## src/rtl/core/iss_pkg.sv

```systemverilog
// Shared types, codes and defaults for the indexed sequence store.
`default_nettype none

package iss_pkg;

  // Default geometry
  localparam int DEPTH_DEF      = 16;
  localparam int DATA_WIDTH_DEF = 32;

  // Fixed field widths of the request and result
  localparam int REQ_W    = 3;
  localparam int INDEX_W  = 5;
  localparam int VALUE_W  = 32;
  localparam int STATUS_W = 2;
  localparam int LENGTH_W = 5;
  localparam int CURSOR_W = 4;

  // Request codes
  typedef enum logic [REQ_W-1:0] {
    REQ_INSERT   = 3'd0,
    REQ_DELETE   = 3'd1,
    REQ_READ_IDX = 3'd2,
    REQ_READ_CUR = 3'd3,
    REQ_NEXT     = 3'd4,
    REQ_PREV     = 3'd5,
    REQ_HOME     = 3'd6,
    REQ_TRUNCATE = 3'd7
  } req_type_t;

  // Result status codes
  typedef enum logic [STATUS_W-1:0] {
    ST_OK   = 2'd0,
    ST_BAD  = 2'd1,
    ST_FULL = 2'd2
  } status_t;

  // Sequencer states
  typedef enum logic [2:0] {
    S_IDLE,
    S_EXEC,
    S_INS_SHIFT,
    S_INS_FILL,
    S_DEL_SHIFT,
    S_READ_WAIT
  } state_t;

  // Input request payload
  typedef struct packed {
    logic [REQ_W-1:0]          req_type;
    logic [INDEX_W-1:0]        index;
    logic signed [VALUE_W-1:0] value;
  } in_req_t;

  // Result payload
  typedef struct packed {
    logic signed [VALUE_W-1:0] read_data;
    logic [STATUS_W-1:0]       status;
    logic [LENGTH_W-1:0]       length;
    logic [CURSOR_W-1:0]       cursor_pos;
  } out_res_t;

endpackage

`default_nettype wire

```

## src/rtl/core/iss_ram.sv

```systemverilog
// Entry storage: one write port, one read port, registered read data.
`default_nettype none

module iss_ram #(
  parameter int DEPTH = iss_pkg::DEPTH_DEF,
  parameter int WIDTH = iss_pkg::DATA_WIDTH_DEF,
  localparam int AW   = $clog2(DEPTH)
) (
  input  wire logic             clk,
  input  wire logic             we,
  input  wire logic [AW-1:0]    waddr,
  input  wire logic [WIDTH-1:0] wdata,
  input  wire logic             re,
  input  wire logic [AW-1:0]    raddr,
  output logic      [WIDTH-1:0] rdata
);

  logic [WIDTH-1:0] mem [DEPTH];

  // Write port
  always_ff @(posedge clk) begin
    if (we) begin
      mem[waddr] <= wdata;
    end
  end

  // Read port, data valid in the cycle after re
  always_ff @(posedge clk) begin
    if (re) begin
      rdata <= mem[raddr];
    end
  end

endmodule

`default_nettype wire

```

## src/rtl/core/indexed_sequence_store_top.sv

```systemverilog
// Top level of the indexed sequence store: request sequencer around the entry RAM.
//
// Usage: an ordered list of up to DEPTH words with a cursor. A request is taken
// on in_req at a rising edge where start is high and busy is low. busy stays
// high until the request completes; then out_valid pulses for exactly one cycle
// with out_res (read data, status, length, cursor). The receiver cannot stall:
// the result must be taken in that cycle. A new request may be issued in the
// same cycle as the out_valid pulse.
// Cursor moves, home, truncate, appends and rejected requests finish in S_EXEC;
// reads wait for the registered RAM read; an insert below the tail shifts the
// later entries up and then writes the new word, and a delete at index i
// shifts the entries above i down.
// The shift of later entries moves one word per cycle through the single
// read and single write port of the entry RAM; busy stays high meanwhile, and
// a new request is taken only once the previous one has completed.
// Reset (synchronous, rst_n low) empties the list and homes the cursor; the
// RAM contents are not cleared and are never read before being written.
`default_nettype none

module indexed_sequence_store_top #(
  parameter int DEPTH      = iss_pkg::DEPTH_DEF,
  parameter int DATA_WIDTH = iss_pkg::DATA_WIDTH_DEF
) (
  input  wire logic             clk,
  input  wire logic             rst_n,
  input  wire logic             start,
  output logic                  busy,
  input  wire iss_pkg::in_req_t in_req,
  output logic                  out_valid,
  output iss_pkg::out_res_t     out_res
);

  localparam int AW = $clog2(DEPTH);
  localparam int CW = $clog2(DEPTH + 1);
  localparam int XW = ((CW > iss_pkg::INDEX_W) ? CW : iss_pkg::INDEX_W) + 1;
  localparam int SW = (DATA_WIDTH < iss_pkg::VALUE_W) ? DATA_WIDTH : iss_pkg::VALUE_W;
  localparam logic [XW-1:0] DEPTH_X = XW'(DEPTH);

  iss_pkg::state_t   state_r, state_nxt;
  iss_pkg::in_req_t  req_r, req_nxt;
  logic [CW-1:0]     count_r, count_nxt;
  logic [AW-1:0]     cursor_r, cursor_nxt;
  logic [AW-1:0]     ptr_r, ptr_nxt;
  logic              out_valid_r, out_valid_nxt;
  iss_pkg::out_res_t out_res_r, out_res_nxt;

  logic              mem_we, mem_re;
  logic [AW-1:0]     mem_waddr, mem_raddr;
  logic [SW-1:0]     mem_wdata, mem_rdata;

  logic [XW-1:0]     idx_x, cnt_x, cur_x, ptr_x;

  assign idx_x = XW'(req_r.index);
  assign cnt_x = XW'(count_r);
  assign cur_x = XW'(cursor_r);
  assign ptr_x = XW'(ptr_r);

  iss_ram #(
    .DEPTH (DEPTH),
    .WIDTH (SW)
  ) u_ram (
    .clk   (clk),
    .we    (mem_we),
    .waddr (mem_waddr),
    .wdata (mem_wdata),
    .re    (mem_re),
    .raddr (mem_raddr),
    .rdata (mem_rdata)
  );

  // Hold state and control registers
  always_ff @(posedge clk) begin
    if (!rst_n) begin
      state_r     <= iss_pkg::S_IDLE;
      count_r     <= '0;
      cursor_r    <= '0;
      out_valid_r <= 1'b0;
    end else begin
      state_r     <= state_nxt;
      count_r     <= count_nxt;
      cursor_r    <= cursor_nxt;
      out_valid_r <= out_valid_nxt;
    end
  end

  // Hold payload registers
  always_ff @(posedge clk) begin
    req_r     <= req_nxt;
    ptr_r     <= ptr_nxt;
    out_res_r <= out_res_nxt;
  end

  // Sequence each request: decide, shift entries, then report
  always_comb begin
    logic                    finish;
    iss_pkg::status_t        st;
    logic [SW-1:0]           rd;
    logic [XW-1:0]           cur_dec;
    logic [XW-1:0]           newcnt;

    state_nxt     = state_r;
    req_nxt       = req_r;
    count_nxt     = count_r;
    cursor_nxt    = cursor_r;
    ptr_nxt       = ptr_r;
    out_valid_nxt = 1'b0;
    out_res_nxt   = out_res_r;
    mem_we        = 1'b0;
    mem_waddr     = ptr_r;
    mem_wdata     = mem_rdata;
    mem_re        = 1'b0;
    mem_raddr     = '0;
    finish        = 1'b0;
    st            = iss_pkg::ST_OK;
    rd            = '0;
    cur_dec       = cur_x;
    newcnt        = cnt_x;

    unique case (state_r)
      iss_pkg::S_IDLE: begin
        if (start) begin
          req_nxt   = in_req;
          state_nxt = iss_pkg::S_EXEC;
        end
      end

      iss_pkg::S_EXEC: begin
        unique case (iss_pkg::req_type_t'(req_r.req_type))
          iss_pkg::REQ_INSERT: begin
            if (idx_x > cnt_x) begin
              st     = iss_pkg::ST_BAD;
              finish = 1'b1;
            end else if (cnt_x >= DEPTH_X) begin
              st     = iss_pkg::ST_FULL;
              finish = 1'b1;
            end else begin
              count_nxt  = CW'(cnt_x + XW'(1));
              cursor_nxt = '0;
              if (cnt_x > idx_x) begin
                // start the upward shift at the tail
                mem_re    = 1'b1;
                mem_raddr = AW'(cnt_x - XW'(1));
                ptr_nxt   = AW'(cnt_x);
                state_nxt = iss_pkg::S_INS_SHIFT;
              end else begin
                // append: no shift needed
                mem_we    = 1'b1;
                mem_waddr = AW'(idx_x);
                mem_wdata = req_r.value[SW-1:0];
                finish    = 1'b1;
              end
            end
          end

          iss_pkg::REQ_DELETE: begin
            if (idx_x >= cnt_x) begin
              st     = iss_pkg::ST_BAD;
              finish = 1'b1;
            end else begin
              newcnt    = cnt_x - XW'(1);
              count_nxt = CW'(newcnt);
              // keep the cursor on its entry, then clamp to the tail
              if (cur_x > idx_x) begin
                cur_dec = cur_x - XW'(1);
              end
              if (newcnt == '0) begin
                cursor_nxt = '0;
              end else if (cur_dec >= newcnt) begin
                cursor_nxt = AW'(newcnt - XW'(1));
              end else begin
                cursor_nxt = AW'(cur_dec);
              end
              if (idx_x + XW'(1) < cnt_x) begin
                mem_re    = 1'b1;
                mem_raddr = AW'(idx_x + XW'(1));
                ptr_nxt   = AW'(idx_x);
                state_nxt = iss_pkg::S_DEL_SHIFT;
              end else begin
                finish = 1'b1;
              end
            end
          end

          iss_pkg::REQ_READ_IDX: begin
            if (idx_x >= cnt_x) begin
              st     = iss_pkg::ST_BAD;
              finish = 1'b1;
            end else begin
              mem_re    = 1'b1;
              mem_raddr = AW'(idx_x);
              state_nxt = iss_pkg::S_READ_WAIT;
            end
          end

          iss_pkg::REQ_READ_CUR: begin
            if (cnt_x == '0 || cur_x >= cnt_x) begin
              st     = iss_pkg::ST_BAD;
              finish = 1'b1;
            end else begin
              mem_re    = 1'b1;
              mem_raddr = cursor_r;
              state_nxt = iss_pkg::S_READ_WAIT;
            end
          end

          iss_pkg::REQ_NEXT: begin
            if (cnt_x == '0) begin
              st = iss_pkg::ST_BAD;
            end else if (cur_x + XW'(1) < cnt_x) begin
              cursor_nxt = AW'(cur_x + XW'(1));
            end
            finish = 1'b1;
          end

          iss_pkg::REQ_PREV: begin
            if (cnt_x == '0) begin
              st = iss_pkg::ST_BAD;
            end else if (cur_x != '0) begin
              cursor_nxt = AW'(cur_x - XW'(1));
            end
            finish = 1'b1;
          end

          iss_pkg::REQ_HOME: begin
            cursor_nxt = '0;
            finish     = 1'b1;
          end

          iss_pkg::REQ_TRUNCATE: begin
            if (idx_x > cnt_x) begin
              st = iss_pkg::ST_BAD;
            end else begin
              count_nxt  = CW'(idx_x);
              cursor_nxt = '0;
            end
            finish = 1'b1;
          end

          default: begin
            finish = 1'b1;
          end
        endcase
      end

      iss_pkg::S_INS_SHIFT: begin
        // move one entry up, fetch the one below
        mem_we    = 1'b1;
        mem_waddr = ptr_r;
        mem_wdata = mem_rdata;
        if (ptr_x > idx_x + XW'(1)) begin
          mem_re    = 1'b1;
          mem_raddr = AW'(ptr_x - XW'(2));
          ptr_nxt   = AW'(ptr_x - XW'(1));
        end else begin
          state_nxt = iss_pkg::S_INS_FILL;
        end
      end

      iss_pkg::S_INS_FILL: begin
        mem_we    = 1'b1;
        mem_waddr = AW'(idx_x);
        mem_wdata = req_r.value[SW-1:0];
        finish    = 1'b1;
      end

      iss_pkg::S_DEL_SHIFT: begin
        // move one entry down, fetch the next one above
        mem_we    = 1'b1;
        mem_waddr = ptr_r;
        mem_wdata = mem_rdata;
        if (ptr_x + XW'(1) < cnt_x) begin
          mem_re    = 1'b1;
          mem_raddr = AW'(ptr_x + XW'(2));
          ptr_nxt   = AW'(ptr_x + XW'(1));
        end else begin
          finish = 1'b1;
        end
      end

      iss_pkg::S_READ_WAIT: begin
        rd     = mem_rdata;
        finish = 1'b1;
      end

      default: begin
        state_nxt = iss_pkg::S_IDLE;
      end
    endcase

    // Report the request and return to idle
    if (finish) begin
      state_nxt              = iss_pkg::S_IDLE;
      out_valid_nxt          = 1'b1;
      out_res_nxt.read_data  = iss_pkg::VALUE_W'(rd);
      out_res_nxt.status     = st;
      out_res_nxt.length     = iss_pkg::LENGTH_W'(count_nxt);
      out_res_nxt.cursor_pos = iss_pkg::CURSOR_W'(cursor_nxt);
    end
  end

  assign busy      = (state_r != iss_pkg::S_IDLE);
  assign out_valid = out_valid_r;
  assign out_res   = out_res_r;

`ifndef NO_ASSERTIONS
  // Length never exceeds the storage depth
  a_count_range: assert property (@(posedge clk) disable iff (!rst_n)
    XW'(count_r) <= DEPTH_X)
    else $error("entry count above depth");

  // Cursor stays on an entry, or at the head of an empty list
  a_cursor_range: assert property (@(posedge clk) disable iff (!rst_n)
    (cur_x < cnt_x) || (count_r == '0 && cursor_r == '0))
    else $error("cursor outside the list");

  // A result appears only once the sequencer is back to idle
  a_valid_idle: assert property (@(posedge clk) disable iff (!rst_n)
    out_valid |-> !busy)
    else $error("result while busy");

  // One strobe per request: no result right after an accept
  a_accept_quiet: assert property (@(posedge clk) disable iff (!rst_n)
    (start && !busy) |=> !out_valid)
    else $error("result strobe right after accept");

  // Failed requests return zero data
  a_err_zero: assert property (@(posedge clk) disable iff (!rst_n)
    (out_valid && out_res.status != iss_pkg::ST_OK) |-> (out_res.read_data == '0))
    else $error("nonzero data on error");
`endif

endmodule

`default_nettype wire
```

## config.mk

```make
export PLATFORM = sky130hd
export DESIGN_NAME = indexed_sequence_store_top
export DESIGN_NICKNAME = d
export VERILOG_FILES = /design/src/rtl/core/iss_pkg.sv /design/src/rtl/core/iss_ram.sv /design/src/rtl/core/indexed_sequence_store_top.sv
export SDC_FILE = /design/constraint.sdc
export NUM_CORES = 1
export LEC_CHECK = 0
export BUFFER_PORTS_ARGS = -buffer_cell sky130_fd_sc_hd__buf_2
export CORE_MARGIN = 10
export CORE_UTILIZATION = 50
export CTS_BUF_LIST = sky130_fd_sc_hd__clkbuf_16
export CTS_CLUSTER_SIZE = 10
export DETAILED_ROUTE_END_ITERATION = 8
export PLACE_DENSITY = 0.66
export SLEW_MARGIN = 20
export SYNTH_ARGS = -nofsm -noshare
export SYNTH_HDL_FRONTEND = slang
export SYNTH_SLANG_ARGS = --single-unit
```

## constraint.sdc

```tcl
create_clock -name clk -period 11.9 [get_ports clk]
set_clock_uncertainty 0.15 [all_clocks]
set_input_delay 1.19 -clock clk [delete_from_list [all_inputs] [get_ports clk]]
set_output_delay 1.19 -clock clk [all_outputs]
set_load 0.01 [all_outputs]
```

# After elaboration in Yosys (flattened, before gate mapping)
# Memories as Yosys holds them, arrays and structs flattened. A register that Yosys moved wholly into a read port is not among the register bits.
# Index checks and enable logic that the tools add are counted.
# word_totals
mem_bits_rw	512
register_bits	100
n_memories	1
word_cells	177
# memory_table
name	words	word_bits	rd	rd_ports_with_merged_regs	wr	line	text
u_ram.mem	16	32	1	1	1	iss_ram.sv:18	logic [WIDTH-1:0] mem [DEPTH];
# classes
n_eq_ne	25
muxes	98
add_sub_neg	10
order_cmp	11
bitwise_logic	2
reduce_logical	18
# ops
cell	n
32-bit 2-to-1 mux	4
4-bit 2-to-1 mux	31
32-bit one-hot mux with 2 select lines	1
1-bit 2-to-1 mux	27
3-bit 2-to-1 mux	9
5-bit 2-to-1 mux	5
6-bit 2-to-1 mux	4
3-bit one-hot mux with 4 select lines	2
4-bit one-hot mux with 3 select lines	2
4-bit one-hot mux with 6 select lines	1
3-bit != test, second input constant	7
3-bit == test, second input constant	6
6-bit by 5-bit < comparator with 1-bit output	3
4-bit one-hot mux with 2 select lines	2
4-bit one-hot mux with 4 select lines	1
5-bit one-hot mux with 3 select lines	1
3-bit by 2-bit == test with 1-bit output, second input constant	4
6-bit logical NOT	2
11-bit AND reduction	1
4-bit by 1-bit adder with 5-bit output, second input constant	2
5-bit greater-than comparator	2
2-bit one-hot mux with 5 select lines	1
9-bit AND reduction	1
2-bit != test, second input constant	4
30 further kinds	41

# Logic depth before layout (Yosys ltp)
# Gate-level depths: netlist of run 1.
# depth
word_depth	11
depth_mapped	18
mapped_depth_nobuf	17

# Hierarchy
# Synthesis of run 1 repeated with hierarchy kept, for this count alone.
# hier_totals
cells_unflattened	1436
hier_area_um2	26543.0
# modules_own_cells
module	cells_each	n_inst	area_each_um2	seq_area_each_um2
iss_ram	838	1	20155.6	16335.7
indexed_sequence_store_top	598	1	6387.4	2872.8

# Worst setup path after synthesis of run 1
# Ideal clock, no wire load.
# synth_path
path_kind	reg2reg
start	register req_r, in the netlist idx_x[0]
end	register u_ram.rdata[0] (read register of u_ram.mem), enable pin
setup_slack_ps	6844
required_ps	11284
stages_incl_launch_ff	13
setup_ps	466
arrival_time_ps	4441
path_cell_list	edfxtp_1 > clkbuf_1 > and2_1 > nand2_1 > xnor2_1 > ha_1 > a21oi_1 > nor2b_1 > nor3_4 > o21ai_0 > a21oi_1 > o21ai_0 > o21ai_0
# synth_between
elab_chain_len	6
elab_cells_between_ends	24
cone_classes	add/sub: 1; order compare: 5; mux: 18
# synth_lines
item	line	text
start: declaration	indexed_sequence_store_top.sv:40	iss_pkg::in_req_t req_r, req_nxt;
start signal: assignment	indexed_sequence_store_top.sv:88	req_r <= req_nxt;
5-bit by 1-bit adder with 6-bit output or 5-bit greater-than comparator (tied branches)	indexed_sequence_store_top.sv:173, indexed_sequence_store_top.sv:250, indexed_sequence_store_top.sv:139	
6-bit by 5-bit < comparator with 1-bit output or 1-bit 2-to-1 mux (tied branches)	indexed_sequence_store_top.sv:173, indexed_sequence_store_top.sv:139	
1-bit 2-to-1 mux (on tied branches)	indexed_sequence_store_top.sv:173, indexed_sequence_store_top.sv:133	
1-bit 2-to-1 mux (on tied branches)	indexed_sequence_store_top.sv:156, indexed_sequence_store_top.sv:130	
1-bit one-hot mux with 4 select lines	indexed_sequence_store_top.sv:128	unique case (iss_pkg::req_type_t'(req_r.req_type))
1-bit one-hot mux with 3 select lines (*)	indexed_sequence_store_top.sv:119	unique case (state_r)
named net mem_re	indexed_sequence_store_top.sv:47	logic mem_we, mem_re;
end: declaration	iss_ram.sv:15	output logic [WIDTH-1:0] rdata
# Mark *: on every way through the listed nets, which the timed path passes. The rest lies on a longest branch.
# A chain may end at the register's enable or synchronous reset.

# Final worst setup path of run 1
# layout_path
start	register req_r, in the netlist idx_x[0]
end	register u_ram.rdata[17] (read register of u_ram.mem) (data pin)
# layout_between
elab_chain_len	6
elab_cells_between_ends	24
cone_classes	add/sub: 1; order compare: 5; mux: 18
# layout_lines
item	line	text
5-bit by 1-bit adder with 6-bit output or 5-bit greater-than comparator (tied branches)	indexed_sequence_store_top.sv:173, indexed_sequence_store_top.sv:250, indexed_sequence_store_top.sv:139	
6-bit by 5-bit < comparator with 1-bit output, or another cell as far along	indexed_sequence_store_top.sv:173	if (idx_x + XW'(1) < cnt_x) begin
4-bit 2-to-1 mux, or another cell as far along	indexed_sequence_store_top.sv:173	
4-bit 2-to-1 mux, or another cell as far along	indexed_sequence_store_top.sv:156	if (idx_x >= cnt_x) begin
4-bit one-hot mux with 4 select lines or 1-bit one-hot mux with 4 select lines (tied branches)	indexed_sequence_store_top.sv:128	
4-bit one-hot mux with 3 select lines or 1-bit one-hot mux with 3 select lines (tied branches)	indexed_sequence_store_top.sv:119	
# Several ways; a longest one is shown, not always the timed one.

==> impl_results.md, run 1 <==
- Status: finished clean
- Sequential area share after synthesis: 0.6982
- Setup TNS: 0 ns
- Worst setup path class: reg -> reg
- Count of clock tree sinks: 644
- Clock share of power: 0.357
- H-tree levels: 3
- Worst path max stage delay: 0.89 ns
- Total detailed-routing wirelength: 68.25 mm
- Peak clock frequency supported by timing: 0.1727 GHz
- Inserted Diodes: 0
- Cell Rows: 85
- Root Buffer: clkbuf_16
- Clock period minus worst slack: 5.791 ns
- Number of design-rule violations left by the first detailed-router iteration: 1624
- Clk Latency, worst-skew pair: 0.61 ns
- DPL Wire Length: 39.68 mm
- Pin count of the biggest net entering global routing: 204
- Flop pwr share: 0.489
- Vias in the first global route: 17003
- Worst IR Drop VDD: 0.00009434 V
- Overflow left after global routing: 0
- Fraction of final layout cells sized beyond drive strength 1: 0.1284
- Crit start category: flop
- Total number of yosys warnings: 0
- EDFF count, synth: 631
- Post-placement cell area: 28920 um2
- Final Max Slew Viols: 0
- Height of the die: 254.6 um
- Worst R2R Setup Slack: 6.11 ns
- Internal power: 4.168 mW
- Final-report setup violation count: 0
- Number of iterations in the first detailed-routing pass: 5
- Hold buffer count at cts: 0
- Antenna violations before repair: 0
- Largest area contributor in the synthesized netlist: edfxtp_1
- Family with the most delay on the worst path: compound AO/OA/AOI/OAI gates
- Number of library cell types mapped by synthesis: 72
- Period Utilization, post-route: 0.4866
- Cts repair resizes: 0
- Switch share: 0.2684
- Areal power density over the cells: 183.4 nW/um2
- Beginning of the worst register-to-register path: idx_x[0]$_DFFE_PP_
- Switching power total: 1.529 mW
- Total stage count of the critical path: 14
- Worst reg2reg endpoint: u_ram.rdata[17]$_DFFE_PP_
- Worst-path cell chain: and2_1, nand2_1, xnor2_1, inv_1, ha_1, a21oi_1, a21oi_1, a21oi_1, o221a_4, buf_12, mux2i_1, mux2i_1, a32oi_1, o211ai_1
- Worst path buffer plus inverter count: 2
- Post-CTS repair timing setup buffer count: 0
- Slew headroom: 0.2666
- Capturing instance or port of the critical path: u_ram.rdata[17]$_DFFE_PP_
- Syn-to-layout area delta: 12.89%
- Most used cell along the critical path: a21oi_1
- Post-synthesis cell area: 27510 um2
- Type of destination of the critical path: flop
- Dominant synthesized flop cell: edfxtp_1
- Class of the most critical hold timing path: reg -> reg
- Synth Register Bits: 644
- Average instance area after synthesis: 13.24 um2
- Master of the slowest instance on the critical path: o221a_4
- Vias per cell: 5.959
- Layout Nets: 2255
- Core area: 54130 um2
- Instance count of the mapped netlist: 2078
- Final hold vios: 0
- Share of total power in combinational logic: 0.154
- Measured slew at the worst slew-check pin: 1.100 ns
- Register-to-Register Path Depth: 14
- Die footprint: 64810 um2
- Initial Util: 0.5082
- Top area cells in the synthesized netlist: edfxtp_1 (69%), nand2_1 (6.2%), nand3_1 (4.4%), mux2i_1 (3.6%), ha_1 (2.4%)
- Post-synth ARST share: 0
- Maximum fanout along the worst path: 203
- Port Buf Inserts: 87
- Remaining DRCs: 0
- Number of ports placed on the die boundary: 88
- Remaining antenna violation count: 0
- Final weighted congestion in routability-driven placement: 0.8953
- Core occupancy in the finished layout: 0.5737
- Wire length per cell: 23.72 um
- Global-route wire length before repair: 104.5 mm
- Inserted Clock Buffers: 75
- Leakage power figure: 11.49 nW
- Required time of the critical path: 12.08 ns
- All-Layer GR Usage: 0.2117
- Critical path data arrival time: 5.97 ns
- Critical Path Source: idx_x[0]$_DFFE_PP_
- Die X: 254.6 um
- Max Cap Violations: 0
- RSZ-0062 raised after global routing: false
- Routed via count: 17145
- Top cell type's share of synthesized area: 0.6887
- Syn Nets: 2174
- Clock-pin slew on the worst setup and hold paths: 0.06 ns
- CTS tree: built
- Final instance area: 31060 um2
- Buffers from clock root to sink, at most: 3
## layer usage
| metal | up-vias | track usage | share of wire |
|---|---|---|---|
| met5 | - | 0 | 0 |
| met4 | 0 | 0.06834 | 0.022 |
| met3 | 104 | 0.03664 | 0.069 |
| met2 | 673 | 0.3358 | 0.47 |
| met1 | 8504 | 0.2934 | 0.44 |
| li1 | 7864 | - | - |
## cells in the mapped netlist, types with 3 or more instances
cell type and number:
edfxtp_1 631, nand2_1 458, nand3_1 240, mux2i_1 100
nor2_1 61, clkbuf_1 53, ha_1 53, buf_2 45
and2_1 43, a21oi_1 42, o211ai_1 38, a32oi_1 36
mux2_2 36, inv_1 32, o21ai_0 27, nor3_1 15
dfxtp_1 13, xnor2_1 13, a31oi_1 9, buf_1 9
buf_6 9, o21a_1 9, o221ai_1 9, nor2b_1 7
and3_1 6, a21o_1 5, or3_1 5, nand2b_1 4
xor2_1 4, a211oi_1 3, a21boi_0 3, a2bb2oi_1 3
nand4_1 3, o2bb2ai_1 3, o32a_1 3, or2_2 3
## worst min path at each step
| stage | startpoint | endpoint | slack (ns) | depth (start not counted) |
|---|---|---|---|---|
| final | u_ram.rdata[3]$_DFFE_PP_ | out_res[14]$_SDFFCE_PP0P_ | 0.39 | 1 |
| after global routing | u_ram.rdata[0]$_DFFE_PP_ | out_res[11]$_SDFFCE_PP0P_ | 0.41 | 1 |
| after CTS | u_ram.rdata[3]$_DFFE_PP_ | out_res[14]$_SDFFCE_PP0P_ | 0.39 | 1 |
| after detailed placement | u_ram.rdata[3]$_DFFE_PP_ | out_res[14]$_SDFFCE_PP0P_ | 0.38 | 1 |
| after global placement | u_ram.rdata[4]$_DFFE_PP_ | out_res[15]$_SDFFCE_PP0P_ | 0.38 | 1 |
| after floorplan | u_ram.rdata[0]$_DFFE_PP_ | out_res[11]$_SDFFCE_PP0P_ | 0.37 | 1 |
## flip-flops by register name, indices dropped and copies added, names as in the netlist
name,count
u_ram.mem,512
out_res,43
req_r,35
u_ram.rdata,32
count_r,5
idx_x,5
cursor_r,4
ptr_r,4
state_r,3
out_valid,1
## worst reg2reg max path, delay by kind of cell (launching register included)
kind / cells / cell delay [ns]
XOR/XNOR: 1 / 0.29
multiplexers: 2 / 0.62
flip-flops: 1 / 0.63
adder cells (fa/ha/maj): 1 / 0.32
buffers and inverters: 2 / 0.87
AND/OR/NAND/NOR: 2 / 0.31
AO/OA/AOI/OAI: 6 / 2.31
## placed cells by master (no fill, tap or decap), types with 26 or more instances in the layout
cell type,instances
nand3_1,240
edfxtp_1,631
buf_2,87
and2_1,43
o211ai_1,38
inv_1,45
a32oi_1,36
o21ai_0,26
nand2_1,458
clkbuf_16,79
ha_1,53
mux2_2,36
nor2_1,43
a21oi_1,42
mux2i_1,100
## power groups by stage
stage	registers, mW	logic, mW	clock network, mW
floorplan	2.82	0.543	0
global placement	2.83	0.859	0
detailed placement	2.83	0.876	0
CTS	2.79	0.878	2.07
global route	2.80	0.959	2.16
finish	2.79	0.878	2.03
## cell type report
type                       instances  area [um2]
tap                              696       870.8
sequential                       644       19210
clock inverter                    20       145.1
inverter                          33       123.9
multi-input combinational       1285        7818
fill                            4227       23070
clock buffer                      79        1977
timing repair buffer             120       915.9
## stage by stage
step                total power [mW]  setup slack, ns  hold slack (ns)  std cells
finish                         5.697            6.109           0.3894       2877
detailed placement             3.706            6.190           0.3805       2777
global placement               3.687            6.429           0.3780       2766
CTS                            5.735            6.184           0.3939       2876
floorplan                      3.363            6.844           0.3680       2078
global route                   5.914            5.785           0.4142       2877
## logic make-up after synthesis
kind of cell,Yosys count,share of synthesized area
XOR/XNOR,17,0.005412
adder cells (fa/ha/maj),53,0.02410
flip-flops,644,0.6982
AND/OR/NAND/NOR,860,0.1382
buffers and inverters,149,0.02483
AO/OA/AOI/OAI,219,0.05817
multiplexers,136,0.05112
Power figures use the tool's default switching activity.
==> run 2, diff against run 1 <==
- PLACE_DENSITY: 0.66 -> 0.69
- clock period: 11.9 -> 4.85 ns (I/O delays scaled with it)
==> impl_results.md, run 2 (synthesis results as in run 1) <==
- Status: finished clean
- Slew headroom: 0.2775
- Die X: 254.6 um
- Internal power: 10.19 mW
- All-Layer GR Usage: 0.2147
- Final Max Slew Viols: 0
- H-tree levels: 3
- Most frequent cells in the layout: edfxtp_1 (631), nand2_1 (458), nand3_1 (240)
- Clock share of power: 0.349
- Final hold vios: 0
- Vias per cell: 5.980
- Remaining antenna violation count: 0
- Area of the multi-input gates: 7818 um2
- Areal power density over the cells: 436.1 nW/um2
- Initial Util: 0.5082
- Height of the die: 254.6 um
- Number of ports placed on the die boundary: 88
- Worst setup path class: reg -> reg
- Switch share: 0.2678
- Type of destination of the critical path: flop
- Maximum fanout along the worst path: 4
- Worst path max stage delay: 0.47 ns
- Core area: 54130 um2
- Sequential cell area: 19210 um2
- Master of the slowest instance on the critical path: a2111oi_0
- Port Buf Inserts: 87
- Clock period minus worst slack: 4.445 ns
- Final instance area: 31920 um2
- Filler Cells Inserted: 4120
- Die footprint: 64810 um2
- Antenna violations before repair: 2
- Worst-path cell chain: inv_1, ha_1, nor2b_1, o21a_1, o21a_1, o21ai_1, xnor2_1, ha_1, nand2b_1, a21o_1, a21o_1, a21o_1, a21o_1, a21oi_1, mux2_2, a2111oi_0, o21ai_0
- Leakage power figure: 11.90 nW
- Required time of the critical path: 5.06 ns
- Remaining DRCs: 0
- Critical path data arrival time: 4.66 ns
- Worst path buffer plus inverter count: 1
- Inserted Diodes: 0
- Most used cell along the critical path: a21o_1
- Pin count of the biggest net entering global routing: 106
- Share of total power in combinational logic: 0.162
- Top layer in use: met5
- Total detailed-routing wirelength: 69.53 mm
- Post-placement cell area: 29490 um2
- Post-CTS repair timing setup buffer count: 0
- Number of iterations in the first detailed-routing pass: 6
- Count of clock tree sinks: 644
- Syn-to-layout area delta: 16.02%
- Family with the most delay on the worst path: compound AO/OA/AOI/OAI gates
- Register name with the most flops: u_ram.mem
- Clock-pin slew on the worst setup and hold paths: 0.06 ns
- Overflow left after global routing: 0
- Clk Latency, worst-skew pair: 0.62 ns
- Setup TNS: 0 ns
- Measured slew at the worst slew-check pin: 1.081 ns
- Final setup slack of the worst path: 0.4048 ns
- Number of design-rule violations left by the first detailed-router iteration: 2067
- Period Utilization, post-route: 0.9165
- Vias in the first global route: 17565
- Inserted Clock Buffers: 75
- DPL Wire Length: 39.71 mm
- Peak clock frequency supported by timing: 0.2250 GHz
- Flop pwr share: 0.489
- Layout Nets: 2356
- Root Buffer: clkbuf_16
- Largest register FFs: 512
- Crit start category: flop
- Most common cell after layout, fill and taps aside: edfxtp_1
- Class of the most critical hold timing path: in -> reg
- Placement Setup Slack: 0.2757 ns
- Worst IR Drop VDD: 0.0002623 V
- M1 wire length: 28.85 mm
- Global-route wire length before repair: 105.7 mm
- Switching power total: 3.728 mW
- Final weighted congestion in routability-driven placement: 0.9067
- Final-report setup violation count: 0
- Fraction of final layout cells sized beyond drive strength 1: 0.1490
- CTS tree: built
- Cell Rows: 85
- Wire length per cell: 23.40 um
- Buffers from clock root to sink, at most: 3
- Core occupancy in the finished layout: 0.5896
- Routed via count: 17767
- Met3 wire length: 5.485 mm
- RSZ-0062 raised after global routing: false
- Routed wl met2: 33.08 mm
- Max Cap Violations: 0
run 2: changes by cell type in the layout (fill, tap and decap cells not counted), moves of 3 or more:
cell / previous run / this run
clkinv_1: 0 / 3
inv_1: 45 / 37
buf_4: 19 / 68
buf_16: 9 / 0
dlygate4sd3_1: 0 / 40
buf_12: 3 / 26
run 2: layout make-up:
class | count | area share
Sequential cell | 644 | 0.6018
Multi-Input combinational cell | 1285 | 0.2449
Clock buffer | 77 | 0.06037
Timing Repair Buffer | 221 | 0.05848
Tap cell | 696 | 0.02728
Inverter | 33 | 0.003881
Clock inverter | 15 | 0.003293
run 2: path summary, 6_finish.rpt:
kind | start | to | slack, ns | cells after the start
worst min register to register | u_ram.rdata[16]$_DFFE_PP_ | out_res[27]$_SDFFCE_PP0P_ | 0.40 | 1
worst min-delay path | rst_n | cursor_r[1]$_SDFF_PN0_ | 0.13 | 2
worst max register to register | idx_x[1]$_DFFE_PP_ | out_res[2]$_DFFE_PP_ | 0.40 | 17
worst max-delay path | idx_x[1]$_DFFE_PP_ | out_res[2]$_DFFE_PP_ | 0.40 | 17
run 2: timing repair:
item / 4_1_cts / 5_1_grt
setup endpoints to repair: 0 / 1
hold buffers: 40 / 0
hold endpoints to repair: 40 / 0
gates resized for setup: 0 / 1
run 2: per-layer routing:
| layer | up-vias | global-route usage |
|---|---|---|
| met2 | 766 | 0.3451 |
| met5 | - | 0 |
| met1 | 8801 | 0.2901 |
| met4 | 2 | 0.07735 |
| met3 | 151 | 0.03787 |
| li1 | 8047 | - |
run 2: per-stage QoR:
step,power [mW],hold slack (ns),cells
finish,13.92,0.1269,2971
global route,14.44,0.1235,2971
CTS,14.01,0.1008,2971
detailed placement,9.147,0.3840,2839
global placement,9.091,0.3736,2839
floorplan,8.250,0.3680,2078
run 2: power by group through the flow:
stage	combinational, mW	sequential, mW	clock [mW]
4_1_cts	2.27	6.81	4.94
2_1_floorplan	1.33	6.92	0
6_report	2.25	6.81	4.86
3_3_place_gp	2.18	6.91	0
3_5_place_dp	2.23	6.91	0
5_1_grt	2.47	6.83	5.13
